**src/hw/rtl/sts_pkg.sv**
```systemverilog
// Package for the SQL token scanner. No dependencies.
// Holds scan phases, token kinds, byte codes, the classified item type, a
// byte classifier for the front part and a pair check for the back part.
package sts_pkg;

  localparam int unsigned OFFSET_BITS_DEF = 24;
  localparam int unsigned LINE_BITS_DEF   = 16;
  localparam int unsigned FIFO_DEPTH      = 4;

  typedef enum logic [3:0] {
    PH_IDLE,
    PH_SLASH,
    PH_COMMENT,
    PH_IDENT,
    PH_DOT,
    PH_NUM,
    PH_NUM_E,
    PH_NUM_EXP,
    PH_OP,
    PH_STR,
    PH_STR_ESC,
    PH_STR_QUOTE
  } sts_phase_e;

  typedef enum logic [3:0] {
    K_IDENT    = 4'd0,
    K_DQ       = 4'd1,
    K_SQ       = 4'd2,
    K_NUMBER   = 4'd3,
    K_LBRACE   = 4'd4,
    K_RBRACE   = 4'd5,
    K_LBRACKET = 4'd6,
    K_RBRACKET = 4'd7,
    K_LPAREN   = 4'd8,
    K_RPAREN   = 4'd9,
    K_COMMA    = 4'd10,
    K_COLON    = 4'd11,
    K_SEMI     = 4'd12,
    K_OTHER    = 4'd13,
    K_EOF      = 4'd14,
    K_UNTERM   = 4'd15
  } sts_kind_e;

  localparam logic [7:0] CH_NL       = 8'h0a;
  localparam logic [7:0] CH_TAB      = 8'h09;
  localparam logic [7:0] CH_CR       = 8'h0d;
  localparam logic [7:0] CH_SPACE    = 8'h20;
  localparam logic [7:0] CH_BANG     = 8'h21;
  localparam logic [7:0] CH_DQUOTE   = 8'h22;
  localparam logic [7:0] CH_SQUOTE   = 8'h27;
  localparam logic [7:0] CH_LPAREN   = 8'h28;
  localparam logic [7:0] CH_RPAREN   = 8'h29;
  localparam logic [7:0] CH_PLUS     = 8'h2b;
  localparam logic [7:0] CH_COMMA    = 8'h2c;
  localparam logic [7:0] CH_MINUS    = 8'h2d;
  localparam logic [7:0] CH_DOT      = 8'h2e;
  localparam logic [7:0] CH_SLASH    = 8'h2f;
  localparam logic [7:0] CH_ZERO     = 8'h30;
  localparam logic [7:0] CH_NINE     = 8'h39;
  localparam logic [7:0] CH_COLON    = 8'h3a;
  localparam logic [7:0] CH_SEMI     = 8'h3b;
  localparam logic [7:0] CH_LT       = 8'h3c;
  localparam logic [7:0] CH_EQ       = 8'h3d;
  localparam logic [7:0] CH_GT       = 8'h3e;
  localparam logic [7:0] CH_UP_A     = 8'h41;
  localparam logic [7:0] CH_UP_E     = 8'h45;
  localparam logic [7:0] CH_UP_Z     = 8'h5a;
  localparam logic [7:0] CH_LBRACKET = 8'h5b;
  localparam logic [7:0] CH_BSLASH   = 8'h5c;
  localparam logic [7:0] CH_RBRACKET = 8'h5d;
  localparam logic [7:0] CH_UNDER    = 8'h5f;
  localparam logic [7:0] CH_LO_A     = 8'h61;
  localparam logic [7:0] CH_LO_E     = 8'h65;
  localparam logic [7:0] CH_LO_Z     = 8'h7a;
  localparam logic [7:0] CH_LBRACE   = 8'h7b;
  localparam logic [7:0] CH_PIPE     = 8'h7c;
  localparam logic [7:0] CH_RBRACE   = 8'h7d;

  typedef struct packed {
    logic       eot;
    logic [7:0] text;
    logic       dig;
    logic       word;
    logic       blank;
    logic       nl;
    logic       quote;
    logic       slash;
    logic       dot;
    logic       opstart;
    logic       exp_e;
    logic       sign;
    logic       bslash;
    logic       punct;
    sts_kind_e  pkind;
  } sts_item_t;

  function automatic sts_item_t sts_classify(logic eot, logic [7:0] b);
    sts_item_t it;
    logic      alf;
    it.eot     = eot;
    it.text    = b;
    alf        = (b >= CH_LO_A && b <= CH_LO_Z) || (b >= CH_UP_A && b <= CH_UP_Z);
    it.dig     = (b >= CH_ZERO) && (b <= CH_NINE);
    it.word    = alf || it.dig || (b == CH_UNDER);
    it.blank   = (b == CH_SPACE) || ((b >= CH_TAB) && (b <= CH_CR));
    it.nl      = (b == CH_NL);
    it.quote   = (b == CH_SQUOTE) || (b == CH_DQUOTE);
    it.slash   = (b == CH_SLASH);
    it.dot     = (b == CH_DOT);
    it.opstart = (b == CH_LT) || (b == CH_GT) || (b == CH_BANG) || (b == CH_PIPE) ||
                 (b == CH_MINUS);
    it.exp_e   = (b == CH_LO_E) || (b == CH_UP_E);
    it.sign    = (b == CH_PLUS) || (b == CH_MINUS);
    it.bslash  = (b == CH_BSLASH);
    it.punct   = 1'b1;
    it.pkind   = K_OTHER;
    unique case (b)
      CH_LBRACE:   it.pkind = K_LBRACE;
      CH_RBRACE:   it.pkind = K_RBRACE;
      CH_LBRACKET: it.pkind = K_LBRACKET;
      CH_RBRACKET: it.pkind = K_RBRACKET;
      CH_LPAREN:   it.pkind = K_LPAREN;
      CH_RPAREN:   it.pkind = K_RPAREN;
      CH_COMMA:    it.pkind = K_COMMA;
      CH_COLON:    it.pkind = K_COLON;
      CH_SEMI:     it.pkind = K_SEMI;
      default:     it.punct = 1'b0;
    endcase
    return it;
  endfunction

  function automatic logic sts_pairs(logic [7:0] a, logic [7:0] b);
    logic p;
    p = 1'b0;
    unique case (a)
      CH_LT:    p = (b == CH_EQ) || (b == CH_GT) || (b == CH_MINUS) || (b == CH_LT);
      CH_GT:    p = (b == CH_EQ) || (b == CH_GT);
      CH_BANG:  p = (b == CH_EQ);
      CH_PIPE:  p = (b == CH_PIPE);
      CH_MINUS: p = (b == CH_GT);
      default:  p = 1'b0;
    endcase
    return p;
  endfunction

endpackage

```
**src/hw/rtl/sts_front.sv**
```systemverilog
// Front part of the SQL token scanner: accepts input requests and
// classifies each byte into a register stage. Depends on sts_pkg.
module sts_front (
  input  logic              clk_i,
  input  logic              rst_ni,
  input  logic              in_valid_i,
  output logic              in_ready_o,
  input  logic              mode_i,
  input  logic [7:0]        text_byte_i,
  output logic              item_valid_o,
  output sts_pkg::sts_item_t item_o,
  input  logic              item_ready_i
);
  import sts_pkg::*;

  logic      v_q, v_d;
  sts_item_t item_q;
  logic      take;

  assign in_ready_o   = !v_q || item_ready_i;
  assign take         = in_valid_i && in_ready_o;
  assign item_valid_o = v_q;
  assign item_o       = item_q;

  always_comb begin
    v_d = v_q;
    if (take) begin
      v_d = 1'b1;
    end else if (item_ready_i) begin
      v_d = 1'b0;
    end
  end

  always_ff @(posedge clk_i or negedge rst_ni) begin
    if (!rst_ni) begin
      v_q <= 1'b0;
    end else begin
      v_q <= v_d;
    end
  end

  always_ff @(posedge clk_i) begin
    if (take) begin
      item_q <= sts_classify(mode_i, text_byte_i);
    end
  end

endmodule

```
**src/hw/rtl/sts_fifo.sv**
```systemverilog
// Short request queue between the scanner front and back parts.
// Holds classified items; depends on sts_pkg for the item type and depth.
module sts_fifo (
  input  logic              clk_i,
  input  logic              rst_ni,
  input  logic              push_valid_i,
  input  sts_pkg::sts_item_t push_item_i,
  output logic              push_ready_o,
  output logic              pop_valid_o,
  output sts_pkg::sts_item_t pop_item_o,
  input  logic              pop_ready_i
);
  import sts_pkg::*;

  localparam int unsigned PtrBits = $clog2(FIFO_DEPTH);
  localparam int unsigned CntBits = $clog2(FIFO_DEPTH + 1);

  sts_item_t            mem_q [FIFO_DEPTH];
  logic [PtrBits-1:0]   wr_q, wr_d, rd_q, rd_d;
  logic [CntBits-1:0]   cnt_q, cnt_d;
  logic                 push, pop;

  assign push_ready_o = (cnt_q != CntBits'(FIFO_DEPTH));
  assign pop_valid_o  = (cnt_q != '0);
  assign pop_item_o   = mem_q[rd_q];
  assign push         = push_valid_i && push_ready_o;
  assign pop          = pop_valid_o && pop_ready_i;

  always_comb begin
    wr_d  = push ? wr_q + PtrBits'(1) : wr_q;
    rd_d  = pop ? rd_q + PtrBits'(1) : rd_q;
    cnt_d = cnt_q;
    if (push && !pop) begin
      cnt_d = cnt_q + CntBits'(1);
    end else if (pop && !push) begin
      cnt_d = cnt_q - CntBits'(1);
    end
  end

  always_ff @(posedge clk_i or negedge rst_ni) begin
    if (!rst_ni) begin
      wr_q  <= '0;
      rd_q  <= '0;
      cnt_q <= '0;
    end else begin
      wr_q  <= wr_d;
      rd_q  <= rd_d;
      cnt_q <= cnt_d;
    end
  end

  always_ff @(posedge clk_i) begin
    if (push) begin
      mem_q[wr_q] <= push_item_i;
    end
  end

endmodule

```
**src/hw/rtl/sts_back.sv**
```systemverilog
// Back part of the SQL token scanner: runs the token state machine on one
// queued item per cycle unless the spill slot or a held result stalls it,
// and drives the result register plus a spill slot. Depends on sts_pkg.
module sts_back #(
  parameter int unsigned OFFSET_BITS = sts_pkg::OFFSET_BITS_DEF,
  parameter int unsigned LINE_BITS   = sts_pkg::LINE_BITS_DEF
) (
  input  logic                   clk_i,
  input  logic                   rst_ni,
  input  logic                   item_valid_i,
  input  sts_pkg::sts_item_t     item_i,
  output logic                   item_ready_o,
  output logic                   out_valid_o,
  input  logic                   out_ready_i,
  output logic [3:0]             token_kind_o,
  output logic [OFFSET_BITS-1:0] start_offset_o,
  output logic [OFFSET_BITS-1:0] end_offset_o,
  output logic [LINE_BITS-1:0]   start_line_o,
  output logic [LINE_BITS-1:0]   start_column_o,
  output logic                   last_of_run_o
);
  import sts_pkg::*;

  localparam logic [OFFSET_BITS-1:0] OffMax  = '1;
  localparam logic [LINE_BITS-1:0]   LineMax = '1;

  sts_phase_e             phase_q, phase_d;
  logic [7:0]             held_q, held_d;
  logic [OFFSET_BITS-1:0] tb_q, tb_d, off_q, off_d;
  logic [LINE_BITS-1:0]   tl_q, tl_d, tc_q, tc_d, line_q, line_d, col_q, col_d;
  logic                   fin_q, fin_d;

  logic                   fire, take;
  logic [OFFSET_BITS-1:0] cur, nxt;
  logic                   again, close, eof_emit, begin_emit, two, any;
  sts_kind_e              close_kind, str_kind, second_kind;
  logic [OFFSET_BITS-1:0] close_end, second_end;

  sts_kind_e              r0_kind, r1_kind;
  logic [OFFSET_BITS-1:0] r0_s, r0_e;
  logic [LINE_BITS-1:0]   r0_l, r0_c;

  logic                   out_v_q, out_v_d, pend_v_q, pend_v_d;
  sts_kind_e              out_kind_q, pend_kind_q;
  logic [OFFSET_BITS-1:0] out_s_q, out_e_q, pend_s_q, pend_e_q;
  logic [LINE_BITS-1:0]   out_l_q, out_c_q, pend_l_q, pend_c_q;
  logic                   out_last_q, load_out, load_pend;

  assign take         = out_v_q && out_ready_i;
  assign item_ready_o = !pend_v_q && (!out_v_q || out_ready_i);
  assign fire         = item_valid_i && item_ready_o;

  assign cur      = off_q;
  assign nxt      = (off_q != OffMax) ? off_q + OFFSET_BITS'(1) : off_q;
  assign str_kind = (held_q == CH_SQUOTE) ? K_SQ : K_DQ;

  // classify what this item closes and whether it starts a new token
  always_comb begin
    again     = 1'b0;
    close     = 1'b0;
    close_kind = K_OTHER;
    close_end = cur;
    eof_emit  = 1'b0;
    if (item_i.eot) begin
      eof_emit = 1'b1;
      if (!fin_q) begin
        unique case (phase_q)
          PH_SLASH, PH_DOT, PH_OP: begin
            close = 1'b1;
          end
          PH_IDENT: begin
            close      = 1'b1;
            close_kind = K_IDENT;
          end
          PH_NUM, PH_NUM_E, PH_NUM_EXP: begin
            close      = 1'b1;
            close_kind = K_NUMBER;
          end
          PH_STR, PH_STR_ESC: begin
            close      = 1'b1;
            close_kind = K_UNTERM;
            eof_emit   = 1'b0;
          end
          PH_STR_QUOTE: begin
            close      = 1'b1;
            close_kind = str_kind;
          end
          default: ;
        endcase
      end
    end else if (!fin_q) begin
      unique case (phase_q)
        PH_SLASH: begin
          again = !item_i.slash;
          close = again;
        end
        PH_COMMENT: ;
        PH_IDENT: begin
          again      = !item_i.word;
          close      = again;
          close_kind = K_IDENT;
        end
        PH_DOT: begin
          again = !item_i.dig;
          close = again;
        end
        PH_NUM: begin
          again      = !item_i.exp_e && !item_i.dig && !item_i.dot;
          close      = again;
          close_kind = K_NUMBER;
        end
        PH_NUM_E: begin
          again      = !item_i.sign && !item_i.dig;
          close      = again;
          close_kind = K_NUMBER;
        end
        PH_NUM_EXP: begin
          again      = !item_i.dig;
          close      = again;
          close_kind = K_NUMBER;
        end
        PH_OP: begin
          close = 1'b1;
          again = !sts_pairs(held_q, item_i.text);
          close_end = again ? cur : nxt;
        end
        PH_STR, PH_STR_ESC: ;
        PH_STR_QUOTE: begin
          again      = (item_i.text != held_q);
          close      = again;
          close_kind = str_kind;
        end
        default: again = 1'b1;
      endcase
    end
  end

  assign begin_emit  = again && !item_i.blank &&
                       (item_i.punct || !(item_i.quote || item_i.slash || item_i.dot ||
                                          item_i.opstart || item_i.word));
  assign second_kind = eof_emit ? K_EOF : (item_i.punct ? item_i.pkind : K_OTHER);
  assign second_end  = eof_emit ? cur : nxt;
  assign two         = close && (begin_emit || eof_emit);
  assign any         = close || begin_emit || eof_emit;

  // result slots
  always_comb begin
    r1_kind = second_kind;
    if (close) begin
      r0_kind = close_kind;
      r0_s    = tb_q;
      r0_e    = close_end;
      r0_l    = tl_q;
      r0_c    = tc_q;
    end else begin
      r0_kind = second_kind;
      r0_s    = cur;
      r0_e    = second_end;
      r0_l    = line_q;
      r0_c    = col_q;
    end
  end

  // scanner next state
  always_comb begin
    phase_d = phase_q;
    held_d  = held_q;
    tb_d    = tb_q;
    tl_d    = tl_q;
    tc_d    = tc_q;
    off_d   = off_q;
    line_d  = line_q;
    col_d   = col_q;
    fin_d   = fin_q;
    if (fire) begin
      if (item_i.eot) begin
        phase_d = PH_IDLE;
        fin_d   = 1'b1;
      end else if (!fin_q) begin
        unique case (phase_q)
          PH_SLASH:     if (item_i.slash) phase_d = PH_COMMENT;
          PH_COMMENT:   if (item_i.nl) phase_d = PH_IDLE;
          PH_DOT:       if (item_i.dig) phase_d = PH_NUM;
          PH_NUM:       if (item_i.exp_e) phase_d = PH_NUM_E;
          PH_NUM_E:     if (item_i.sign || item_i.dig) phase_d = PH_NUM_EXP;
          PH_OP:        if (!again) phase_d = PH_IDLE;
          PH_STR: begin
            if (item_i.text == held_q) begin
              phase_d = PH_STR_QUOTE;
            end else if (item_i.bslash) begin
              phase_d = PH_STR_ESC;
            end
          end
          PH_STR_ESC:   phase_d = PH_STR;
          PH_STR_QUOTE: if (!again) phase_d = PH_STR;
          default: ;
        endcase
        if (again) begin
          phase_d = PH_IDLE;
          if (!item_i.blank) begin
            tb_d = cur;
            tl_d = line_q;
            tc_d = col_q;
            if (item_i.quote) begin
              phase_d = PH_STR;
              held_d  = item_i.text;
            end else if (item_i.slash) begin
              phase_d = PH_SLASH;
            end else if (item_i.dot) begin
              phase_d = PH_DOT;
            end else if (item_i.opstart) begin
              phase_d = PH_OP;
              held_d  = item_i.text;
            end else if (item_i.punct) begin
              phase_d = PH_IDLE;
            end else if (item_i.dig) begin
              phase_d = PH_NUM;
            end else if (item_i.word) begin
              phase_d = PH_IDENT;
            end
          end
        end
        if (item_i.nl) begin
          if (line_q != LineMax) line_d = line_q + LINE_BITS'(1);
          col_d = LINE_BITS'(1);
        end else if (col_q != LineMax) begin
          col_d = col_q + LINE_BITS'(1);
        end
        off_d = nxt;
      end
    end
  end

  // output register and spill slot
  always_comb begin
    out_v_d   = out_v_q;
    pend_v_d  = pend_v_q;
    load_out  = 1'b0;
    load_pend = 1'b0;
    if (pend_v_q) begin
      if (take) begin
        pend_v_d = 1'b0;
      end
    end else if (fire && any) begin
      out_v_d   = 1'b1;
      load_out  = 1'b1;
      load_pend = two;
      pend_v_d  = two;
    end else if (take) begin
      out_v_d = 1'b0;
    end
  end

  always_ff @(posedge clk_i or negedge rst_ni) begin
    if (!rst_ni) begin
      phase_q  <= PH_IDLE;
      held_q   <= '0;
      tb_q     <= '0;
      tl_q     <= LINE_BITS'(1);
      tc_q     <= LINE_BITS'(1);
      off_q    <= '0;
      line_q   <= LINE_BITS'(1);
      col_q    <= LINE_BITS'(1);
      fin_q    <= 1'b0;
      out_v_q  <= 1'b0;
      pend_v_q <= 1'b0;
    end else begin
      phase_q  <= phase_d;
      held_q   <= held_d;
      tb_q     <= tb_d;
      tl_q     <= tl_d;
      tc_q     <= tc_d;
      off_q    <= off_d;
      line_q   <= line_d;
      col_q    <= col_d;
      fin_q    <= fin_d;
      out_v_q  <= out_v_d;
      pend_v_q <= pend_v_d;
    end
  end

  always_ff @(posedge clk_i) begin
    if (pend_v_q && take) begin
      out_kind_q <= pend_kind_q;
      out_s_q    <= pend_s_q;
      out_e_q    <= pend_e_q;
      out_l_q    <= pend_l_q;
      out_c_q    <= pend_c_q;
      out_last_q <= 1'b1;
    end else if (load_out) begin
      out_kind_q <= r0_kind;
      out_s_q    <= r0_s;
      out_e_q    <= r0_e;
      out_l_q    <= r0_l;
      out_c_q    <= r0_c;
      out_last_q <= !two;
    end
    if (load_pend) begin
      pend_kind_q <= r1_kind;
      pend_s_q    <= cur;
      pend_e_q    <= second_end;
      pend_l_q    <= line_q;
      pend_c_q    <= col_q;
    end
  end

  assign out_valid_o    = out_v_q;
  assign token_kind_o   = out_kind_q;
  assign start_offset_o = out_s_q;
  assign end_offset_o   = out_e_q;
  assign start_line_o   = out_l_q;
  assign start_column_o = out_c_q;
  assign last_of_run_o  = out_last_q;

  assert property (@(posedge clk_i) disable iff (!rst_ni) pend_v_q |-> out_v_q)
    else $error("spill slot full while output register empty");
  assert property (@(posedge clk_i) disable iff (!rst_ni) fin_q |=> fin_q)
    else $error("end-of-text flag cleared without reset");
  assert property (@(posedge clk_i) disable iff (!rst_ni) fin_q |-> phase_q == PH_IDLE)
    else $error("scanner left idle after end of text");
  assert property (@(posedge clk_i) disable iff (!rst_ni) pend_v_q |-> !fire)
    else $error("item consumed while a second result is pending");
  assert property (@(posedge clk_i) disable iff (!rst_ni)
                   (fire && !item_i.eot && fin_q) |=> $stable(off_q))
    else $error("offset advanced on text after end of text");

endmodule

```
**src/hw/rtl/sql_token_scanner.sv**
```systemverilog
// SQL token scanner top level: front classifier, request queue, back scanner.
// A request that finishes a token passes the front register and a queue slot
// before its first result is loaded into the result register.
// Throughput: one byte per cycle while results are taken; a request with two
// results stalls the back part while the spill slot drains into the output.
// Reset: asynchronous, clears all control state; no clearing pass.
module sql_token_scanner #(
  parameter int unsigned OFFSET_BITS = sts_pkg::OFFSET_BITS_DEF,
  parameter int unsigned LINE_BITS   = sts_pkg::LINE_BITS_DEF
) (
  input  logic                   clk_i,
  input  logic                   rst_ni,
  input  logic                   in_valid_i,
  output logic                   in_ready_o,
  input  logic                   mode_i,
  input  logic [7:0]             text_byte_i,
  output logic                   out_valid_o,
  input  logic                   out_ready_i,
  output logic [3:0]             token_kind_o,
  output logic [OFFSET_BITS-1:0] start_offset_o,
  output logic [OFFSET_BITS-1:0] end_offset_o,
  output logic [LINE_BITS-1:0]   start_line_o,
  output logic [LINE_BITS-1:0]   start_column_o,
  output logic                   last_of_run_o
);
  import sts_pkg::*;

  logic      fr_valid, fr_ready, bk_valid, bk_ready;
  sts_item_t fr_item, bk_item;

  sts_front u_front (
    .clk_i        (clk_i),
    .rst_ni       (rst_ni),
    .in_valid_i   (in_valid_i),
    .in_ready_o   (in_ready_o),
    .mode_i       (mode_i),
    .text_byte_i  (text_byte_i),
    .item_valid_o (fr_valid),
    .item_o       (fr_item),
    .item_ready_i (fr_ready)
  );

  sts_fifo u_fifo (
    .clk_i        (clk_i),
    .rst_ni       (rst_ni),
    .push_valid_i (fr_valid),
    .push_item_i  (fr_item),
    .push_ready_o (fr_ready),
    .pop_valid_o  (bk_valid),
    .pop_item_o   (bk_item),
    .pop_ready_i  (bk_ready)
  );

  sts_back #(
    .OFFSET_BITS (OFFSET_BITS),
    .LINE_BITS   (LINE_BITS)
  ) u_back (
    .clk_i          (clk_i),
    .rst_ni         (rst_ni),
    .item_valid_i   (bk_valid),
    .item_i         (bk_item),
    .item_ready_o   (bk_ready),
    .out_valid_o    (out_valid_o),
    .out_ready_i    (out_ready_i),
    .token_kind_o   (token_kind_o),
    .start_offset_o (start_offset_o),
    .end_offset_o   (end_offset_o),
    .start_line_o   (start_line_o),
    .start_column_o (start_column_o),
    .last_of_run_o  (last_of_run_o)
  );

endmodule

```
**config.mk**
```make
export PLATFORM = sky130hd
export DESIGN_NAME = sql_token_scanner
export DESIGN_NICKNAME = d
export VERILOG_FILES = /design/src/hw/rtl/sts_pkg.sv /design/src/hw/rtl/sts_front.sv /design/src/hw/rtl/sts_fifo.sv /design/src/hw/rtl/sts_back.sv /design/src/hw/rtl/sql_token_scanner.sv
export SDC_FILE = /design/constraint.sdc
export NUM_CORES = 1
export LEC_CHECK = 0
export BUFFER_PORTS_ARGS = -buffer_cell sky130_fd_sc_hd__buf_2
export CAP_MARGIN = 10
export CORE_MARGIN = 2
export CORE_UTILIZATION = 55
export CTS_CLUSTER_SIZE = 25
export DETAILED_ROUTE_END_ITERATION = 12
export PLACE_DENSITY = 0.72
export SETUP_SLACK_MARGIN = 0.5
export SLEW_MARGIN = 10
export SYNTH_ARGS = -nofsm -noshare
export SYNTH_HDL_FRONTEND = slang
export SYNTH_SLANG_ARGS = --single-unit
```
**constraint.sdc**
```tcl
create_clock -name clk_i -period 7.09 [get_ports clk_i]
set_input_delay 0.3545 -clock clk_i [delete_from_list [all_inputs] [get_ports clk_i]]
set_output_delay 0.3545 -clock clk_i [all_outputs]
set_load 0.01 [all_outputs]
```
==> metrics.yaml <==
die:
  die_w_um: 188
  die_h_um: 188
  die_area_sq_um: 35500
  core-area_sq_um: 33500
  row_count: 67
  initial_core_util_pct: 55.8
  ios: 100
clock_tree:
  cts_tree: "yes"
  clkLatencyLatePin_ps: 530
  cts-htree-levels: 2
  cts_buffer_depth: 3
  cts-root-buf: "clkbuf_16"
  numCtsBuffers: 43
  clk_pin_slew_ps: 60
  clkSinkCount: 429
sta:
  relSlewSlack_pct: 23.3
  rsz0062_at_grt: "false"
  finClkSkew_ps: 13.8
  hold_ws_ps: 19.5
  setup_viol: 0
  finalHoldViolCount: 0
  min_period_ps: 5600
  finalCritPeriodShare_pct: 79.1
  setup_tns_ps: 0
  worst_pin_slew_ps: 1150
  slew_violations: 0
  maxClockFrequency_mhz: 178
synth:
  synth.yosys.seq_area_share_pct: 65.2
  syn_area_per_cell_sq_um: 13.4
  syn-num-nets: 1418
  synth_top_area_share_pct: 47.0
  synth_area_leaders: "edfxtp_1 47%, dfrtp_1 18%, mux2_2 4.0%"
  synthArstFlopShare_pct: 31.5
  synth_edf_count: 293
  syn_area_sq_um: 18700
  synth_top_area_cell: "edfxtp_1"
  synth_cells: 1396
  synth.distinct_cells: 72
  ys.flop_type: "edfxtp_1"
  ys_warn_count: 0
  ys_ff_latch: 429
global_routing:
  antenna_found_initial: 0
  grt_pass1_wl_um: 58800
  grt.total_usage_pct: 20.7
  overflow: 0
  grt_max_degree: 111
  grt_pass1_vias: 11000
power_and_ir_drop:
  p_leak_uw: 0.00855
  power_density_nw_per_um2: 326
  vdd_drop_max_mv: 0.203
critical_path:
  crit_chain: "buf_4 -> mux4_2 -> xnor2_1 -> nand4_1 -> o21bai_1 -> a31oi_1 -> nor2_4 -> buf_4 -> o311ai_0 -> nand2_1 -> nand2_4"
  crit_buf_inv: 2
  r2r_end: "u_back.start_offset_o[21]"
  slowest_delay_ps: 880
  crit_arrival_ps: 5620
  cp_max_fo: 84
  worst_path_most_repeated_cell: "buf_4"
  critPathRequiredTime_ps: 7100
  startpoint: "u_fifo.rd_q[0]"
  r2r_cells: 11
  critPathKind: "flop to flop"
  startpoint_type: "flop"
  cp-endpoint: "u_back.start_offset_o[21]"
  slowest_stage: "dfrtp_1"
  path_delay_family: "buffers and inverters"
  rrSetupSlack_ps: 1490
  end_kind: "flop"
  cp.depth: 11
  r2r_start: "u_fifo.rd_q[0]"
placed_design:
  dp_hpwl_um: 22700
  placed_area_sq_um: 19600
  gp_congestion: 0.883
  port_buffers: 99
drt:
  wl_per_cell_um: 18.5
  avgViaCountPerCell: 5.68
  drt-pass1-iter-count: 5
  vias: 11100
  drc_errors: 0
  drtAntennaViolNets: 0
  drt_wl_total_um: 36100
  drtIter0Drc: 808
run:
  maxCapViolCount: 0
finish:
  drive_above_1_share_pct: 19.7
  n_antenna_cell: 0
  stdcell_area_sq_um: 20900
  syn2layout_area_growth_pct: 11.9
  nets: 1495
min_path:
  holdCritPathClass: "input port to flop"
status:
  status: "completed"
==> how the worst min path moves through the flow <==
stage                                  from              endpoint  slack (ps)  cells after the start
after global routing             in_valid_i  u_front.item_valid_o           7                      2
final                            in_valid_i  u_front.item_valid_o          20                      2
after CTS                        in_valid_i  u_front.item_valid_o         0.3                      2
after floorplan                      rst_ni      u_back.col_q[10]          60                      0
after global placement    u_front.item_o[8]    u_fifo.mem_q[2][8]         470                      0
after detailed placement  u_front.item_o[5]    u_fifo.mem_q[1][5]         490                      0
==> power by group <==
part | internal [uW] | leakage (uW) | switching, uW
clock | 1280 | 0.000665 | 900
sequential | 3170 | 0.00479 | 161
combinational | 472 | 0.00310 | 839
total | 4920 | 0.00855 | 1900
==> routing by layer <==
layer	wire length [um]	global-route usage, %
met1	16100	28.7
met2	17500	34.3
met3	1440	2.79
met4	1070	7.00
met5	0	0
==> stage by stage <==
| stage | setup slack (ps) | util (%) | power (uW) | std cells |
|---|---|---|---|---|
| 6_report | 1490 | 62.4 | 6820 | 1955 |
| 5_1_grt | 866 | 62.4 | 7150 | 1955 |
| 4_1_cts | 1380 | 62.4 | 6890 | 1955 |
| 3_5_place_dp | 1390 | 58.3 | 4710 | 1874 |
| 3_3_place_gp | 1500 | 58.3 | 4680 | 1874 |
| 2_1_floorplan | 2100 | - | 4220 | 1396 |
==> cell type report <==
| type | instances | area (sq um) |
|---|---|---|
| Clock inverter | 16 | 125 |
| Clock buffer | 63 | 1230 |
| Multi-Input combinational cell | 865 | 6100 |
| Tap cell | 448 | 561 |
| Fill cell | 2557 | 12600 |
| Timing Repair Buffer | 118 | 649 |
| Sequential cell | 429 | 12200 |
| Inverter | 16 | 60.1 |
==> cell families after synthesis <==
kind of cell             after synthesis  share of synthesized area [%]
flip-flops                           429                           65.2
AND/OR/NAND/NOR                      404                           10.5
AO/OA/AOI/OAI                        187                           5.74
multiplexers                         152                           10.2
XOR/XNOR                             112                           5.24
buffers and inverters                102                           2.30
adder cells (fa/ha/maj)               10                          0.696
==> cells in the mapped netlist (30+ instances only) <==
master and number:
edfxtp_1 293, nand2_1 155, dfrtp_1 131, o21ai_0 108, nor2_1 82, xnor2_1 67
mux2_2 66, clkbuf_1 63, mux2i_1 61, xor2_1 45, nand3_1 33, nor3_1 30
==> worst register-to-register path: stages (launching register included) <==
cell	delay, ps
dfrtp_1	880
buf_4	420
mux4_2	630
xnor2_1	180
nand4_1	220
o21bai_1	250
a31oi_1	220
nor2_4	140
buf_4	850
o311ai_0	420
nand2_1	240
nand2_4	600
==> repair_timing <==
action                                 4_1_cts  5_1_grt
endpoints found under the hold margin       89        0
setup buffers                                0        0
gates resized for setup                      0        0
hold buffers                                 2        0
==> registers in the layout, indices dropped and copies added, names as in the netlist, 3 cells and up <==
signal,count
u_fifo.mem_q,100
u_front.item_o,25
u_back.cur,24
u_back.end_offset_o,24
u_back.pend_e_q,24
u_back.pend_s_q,24
u_back.start_offset_o,24
u_back.tb_q,24
u_back.col_q,16
u_back.line_q,16
u_back.pend_c_q,16
u_back.pend_l_q,16
u_back.start_column_o,16
u_back.start_line_o,16
u_back.tc_q,16
u_back.tl_q,16
u_back.held_q,8
u_back.pend_kind_q,4
u_back.phase_q,4
u_back.token_kind_o,4
u_fifo.cnt_q,3
==> placed cells by master (no fill, tap or decap), drive strengths merged, types with 61 or more instances in the layout <==
master	count
dfrtp	131
edfxtp	293
xnor2	67
o21ai	120
mux2i	61
clkbuf	63
buf	116
mux2	66
nor2	83
nand2	155
Note: power is estimated with default switching activity, not from simulation.
